File: src/rtl/npp_pkg.sv
// shared constants, types and helpers for the nearest position on polyline block
package npp_pkg;
    localparam int DIM        = 3;
    localparam int CW         = 16;
    localparam int MAXV       = 65536;
    localparam int DW         = 50;
    localparam int TW         = 17;
    localparam int IW         = 16;
    localparam int DLW        = CW + 1;
    localparam int LENW       = 2 * DLW + 2;
    localparam int PRW        = 2 * DLW + 3;
    localparam int EW         = DLW + TW + 2;
    localparam logic [DW-1:0] DSAT = {DW{1'b1}};
    localparam logic [TW-1:0] ONE_Q16 = TW'(65536);
    localparam logic [TW-1:0] HALF_Q16 = TW'(32768);
    localparam int DIVSTEPS = 16;

    typedef enum logic [2:0] {
        ST_IDLE, ST_PREP, ST_DIV, ST_ERR, ST_SQ, ST_CMP, ST_OUT
    } t_state;

    typedef struct packed {
        logic             found;
        logic [IW-1:0]    whole;
        logic [TW-1:0]    frac;
        logic [DW-1:0]    dist_sq;
    } t_result;

    typedef struct packed {
        logic             go;
        logic [TW-1:0]    t;
    } t_lane_ctl;

    function automatic logic [DW-1:0] sat_add(input logic [DW-1:0] a, input logic [DW-1:0] b);
        logic [DW:0] s;
        s = {1'b0, a} + {1'b0, b};
        return s[DW] ? DSAT : s[DW-1:0];
    endfunction
endpackage

File: src/rtl/npp_div.sv
// restoring divider for t = floor(prod * 65536 / len)
module npp_div (
    input  logic                      i_clk,
    input  logic                      i_rst_n,
    input  logic                      i_start,
    input  logic [npp_pkg::LENW-1:0]  i_num,
    input  logic [npp_pkg::LENW-1:0]  i_den,
    output logic                      o_done,
    output logic [15:0]               o_q
);
    import npp_pkg::*;
    logic [LENW:0]   r_r;
    logic [LENW-1:0] r_d;
    logic [15:0]     r_q;
    logic [4:0]      r_cnt;
    logic            r_busy;
    logic [LENW:0]   sh;

    assign sh = {r_r[LENW-1:0], 1'b0};
    always_ff @(posedge i_clk) begin
        if (!i_rst_n) begin
            r_busy <= 1'b0;
            r_cnt  <= '0;
        end else if (i_start) begin
            r_busy <= 1'b1;
            r_cnt  <= 5'(DIVSTEPS);
        end else if (r_busy) begin
            r_cnt <= r_cnt - 5'd1;
            if (r_cnt == 5'd1) r_busy <= 1'b0;
        end
        if (i_start) begin
            r_r <= {1'b0, i_num};
            r_d <= i_den;
            r_q <= '0;
        end else if (r_busy) begin
            if (sh >= {1'b0, r_d}) begin
                r_r <= sh - {1'b0, r_d};
                r_q <= {r_q[14:0], 1'b1};
            end else begin
                r_r <= sh;
                r_q <= {r_q[14:0], 1'b0};
            end
        end
    end
    assign o_done = r_busy && (r_cnt == 5'd1);
    assign o_q    = (sh >= {1'b0, r_d}) ? {r_q[14:0], 1'b1} : {r_q[14:0], 1'b0};
endmodule

File: config.mk
export PLATFORM = sky130hd
export DESIGN_NAME = npp_div
export DESIGN_NICKNAME = d
export VERILOG_FILES = /design/src/rtl/npp_pkg.sv /design/src/rtl/npp_div.sv
export SDC_FILE = /design/constraint.sdc
export NUM_CORES = 1
export LEC_CHECK = 0
export ABC_AREA = 1
export ABC_CLOCK_PERIOD_IN_PS = 3600
export BUFFER_PORTS_ARGS = -buffer_cell sky130_fd_sc_hd__buf_2
export CORE_MARGIN = 4
export CORE_UTILIZATION = 30
export DETAILED_ROUTE_END_ITERATION = 8
export SLEW_MARGIN = 40
export SYNTH_ARGS = -nofsm -noshare
export SYNTH_HDL_FRONTEND = slang
export SYNTH_SLANG_ARGS = --single-unit
File: constraint.sdc
create_clock -name i_clk -period 3.6 [get_ports i_clk]
set_input_delay 0.18 -clock i_clk [delete_from_list [all_inputs] [get_ports i_clk]]
set_output_delay 0.18 -clock i_clk [all_outputs]
set_load 0.1 [all_outputs]
==> flow_metrics.py <==
metrics = {
    "status": {
        "status": "finished, final reports clean",
    },
    "placed_design": {
        "dpl.hpwl_mm": 14.9,
        "io_buffers": 91,
        "gp_congestion": 0.927,
        "place_area_um2": 7550,
    },
    "layout": {
        "area_delta_synth_final_pct": 20.6,
        "final_area_um2": 8220,
        "fin_nets": 1190,
        "drive_gt1_share_pct": 14.2,
        "n_antenna_cell": 0,
        "fill_cells": 2362,
        "final_util_pct": 37.2,
    },
    "drt": {
        "wl_per_cell_um": 14.4,
        "drtPass1Iterations": 5,
        "post_drt_via_cell_ratio": 4.57,
        "route.detailed.drc": 0,
        "drt-total-wl_mm": 19.6,
        "drt_iter0_markers": 406,
        "ant_nets": 0,
        "dr_total_vias": 6220,
    },
    "cts": {
        "cts_buffer_depth": 2,
        "clock-root-buffer": "clkbuf_16",
        "cts_tree": "done",
        "clk_pin_slew_ns": 0.08,
        "numCtsBuffers": 9,
        "cts_resized": 0,
        "cts_num_sinks": 93,
        "htreeDepth": 3,
        "clock_latency_ns": 0.36,
    },
    "global_route": {
        "antenna_found_initial": 0,
        "grt_pass1_vias": 6187,
        "grt_max_degree": 74,
        "grt_usage_pct": 15.5,
        "grt_pass1_wl_mm": 32.1,
        "grt_overflow_total": 0,
    },
    "power_and_ir_drop": {
        "p_leak_nw": 4.17,
        "ir_drop_mv": 0.214,
        "power_density_nw_per_um2": 539,
        "clkPwrFrac_pct": 22.7,
        "fin_total_pwr_mw": 4.43,
        "share_seq_of_total_power_pct": 31.5,
        "p_switching_mw": 1.87,
        "combPwrFrac_pct": 45.8,
        "p_sw_share_pct": 42.2,
        "internal_power_mw": 2.56,
    },
    "timing": {
        "period_minus_slack_ns": 3.22,
        "max_freq_ghz": 0.311,
        "slew_violations": 0,
        "slew_headroom_pct": 59.0,
        "hold_viol_final": 0,
        "tightest_slew_ns": 0.615,
        "finalSetupTns_ns": 0,
        "fin_worst_hold_slack_ns": 0.0517,
        "skew_ns": 0.0109,
        "fin_crit_sh_pct": 89.4,
        "rsz0062_at_grt": "false",
        "setup_viol": 0,
    },
    "critical_path": {
        "cp-end-kind": "output port",
        "worstPathCellList": "ha_1 > nand2_1 > inv_2 > nand2_1 > nor3_1 > nand2_1 > nand2_2 > nand2_2 > nand2_2 > nand2_4 > nand2_4 > buf_2",
        "cp.arrival_ns": 3.04,
        "criticalPathCategory": "flop to output port",
        "critPathBufInv": 2,
        "cp_slowest_cell": "buf_2",
        "cpPeakStageDelay_ns": 0.51,
        "critPathLaunchType": "flop",
        "cp.required_ns": 3.42,
        "critPathTopFamily": "simple AND/OR/NAND/NOR gates",
        "crit_path_max_fanout": 24,
    },
    "die": {
        "rows": 54,
        "io_pins": 92,
        "start_util_pct": 30.8,
        "die_w_um": 159,
        "fp.dieArea_um2": 25200,
        "core_area_um2": 22100,
        "die_h_um": 159,
    },
    "synth": {
        "syn_area_per_cell_um2": 7.16,
        "synthesis.area_um2": 6820,
        "synth_cell_types": 39,
        "seq_area_frac_synth_pct": 37.9,
        "synth_nets": 1066,
        "yosys_warnings": 0,
        "ys_seq_elements": 93,
        "synth_cells": 952,
    },
    "min_path": {
        "hp-class": "input pin to flop",
    },
    "flow_run": {
        "drv_cap": 0,
    },
}
[worst register-to-register path, delay by kind of cell (launching register included)]
| family | cells | cell delay (ns) |
|---|---|---|
| adders and majority gates | 1 | 0.37 |
| buffers and inverters | 2 | 0.32 |
| DFF | 1 | 0.40 |
| and+or+nand+nor | 12 | 1.50 |
[synthesized netlist by cell type (all sizes together)]
| cell | count | share of area [%] |
|---|---|---|
| nand2 | 352 | 20 |
| inv | 166 | 9.1 |
| nand3 | 73 | 5.5 |
| edfxtp | 72 | 32 |
| nor2 | 65 | 3.7 |
| nand3b | 40 | 4.4 |
| ha | 38 | 7.0 |
| a21oi | 28 | 2.2 |
| dfxtp | 21 | 6.2 |
| xnor2 | 17 | 2.2 |
| buf | 14 | 1.7 |
| o21ai | 13 | 0.95 |
| o22ai | 13 | 1.2 |
| nor3 | 10 | 0.81 |
| clkbuf | 6 | 0.33 |
| nand4 | 6 | 0.55 |
| a21o | 2 | 0.22 |
| and3 | 2 | 0.18 |
| o21bai | 2 | 0.22 |
| or2 | 2 | 0.18 |
| xor2 | 2 | 0.26 |
| a211oi | 1 | 0.11 |
| and2 | 1 | 0.092 |
| clkinv | 1 | 0.055 |
| fa | 1 | 0.29 |
| nand2b | 1 | 0.092 |
| nor4 | 1 | 0.092 |
| o211ai | 1 | 0.11 |
| o21a | 1 | 0.11 |
[power groups by stage]
stage               combinational [mW]  clock (mW)  sequential, mW
finish                            2.03        1.01            1.40
global route                      2.31        1.08            1.41
CTS                               2.03        1.04            1.40
detailed placement                1.99           0            1.42
global placement                  1.99           0            1.41
floorplan                         1.52           0            1.41
[repair_timing]
action / CTS / global route
hold buffers: 36 / 0
buffers inserted: 0 / 0
endpoints found under the hold margin: 36 / 0
[kinds of logic (layout without fill, tap and decap cells)]
logic type / Yosys count / count (layout) / synth area share (%)
xor+xnor: 19 / 19 / 2.44
buf+inv: 187 / 316 / 11.2
fa+ha+maj: 39 / 39 / 7.27
flops: 93 / 93 / 37.9
compound gates: 61 / 61 / 5.09
simple gates: 553 / 553 / 36.1
[final timing paths]
check	start	to	slack (ns)	depth (start not counted)
worst min-delay path	i_rst_n	r_cnt[4]	0.05	2
worst max register to register	r_r[9]	r_r[25]	0.77	15
worst min register to register	r_q[14]	r_q[14]	0.49	2
worst max-delay path	r_r[9]	o_q[0]	0.38	12
[through the flow]
stage                     std cells  worst slack (ns)
after floorplan                 952              1.31
after global placement         1309             0.777
after detailed placement       1309             0.790
after CTS                      1361             0.372
after global routing           1361             0.165
final                          1361             0.383
[registers in the layout, indices dropped and copies added (netlist names)]
name / count
r_cnt: 5
r_r: 36
r_d: 36
r_q: 15
r_busy: 1
[metal layers]
metal	track usage, %	share of wire [%]	vias up
met4	4.38	1.9	0
met5	0	0	-
li1	-	-	3267
met2	24.5	43	112
met3	2.64	3.8	24
met1	22.1	51	2817
[cells in the final DEF, fill, tap and decap left out, drive strengths merged, types with 28 or more instances in the layout]
| cell | netlist | final |
|---|---|---|
| ha | 38 | 38 |
| edfxtp | 72 | 72 |
| buf | 14 | 97 |
| nand3 | 73 | 73 |
| nor2 | 65 | 65 |
| nand3b | 40 | 40 |
| a21oi | 28 | 28 |
| nand2 | 352 | 352 |
| dlygate4sd3 | 0 | 36 |
| inv | 166 | 171 |
[cell type report]
cell class / count / area [µm²] / share of cell area (%)
Inverter: 167 / 627 / 7.62
Sequential cell: 93 / 2580 / 31.4
Tap cell: 280 / 350 / 4.26
Timing Repair Buffer: 133 / 877 / 10.7
Clock buffer: 9 / 225 / 2.74
Clock inverter: 7 / 83.8 / 1.02
Multi-Input combinational cell: 672 / 3480 / 42.3
Note: power is estimated with default switching activity, not from simulation.
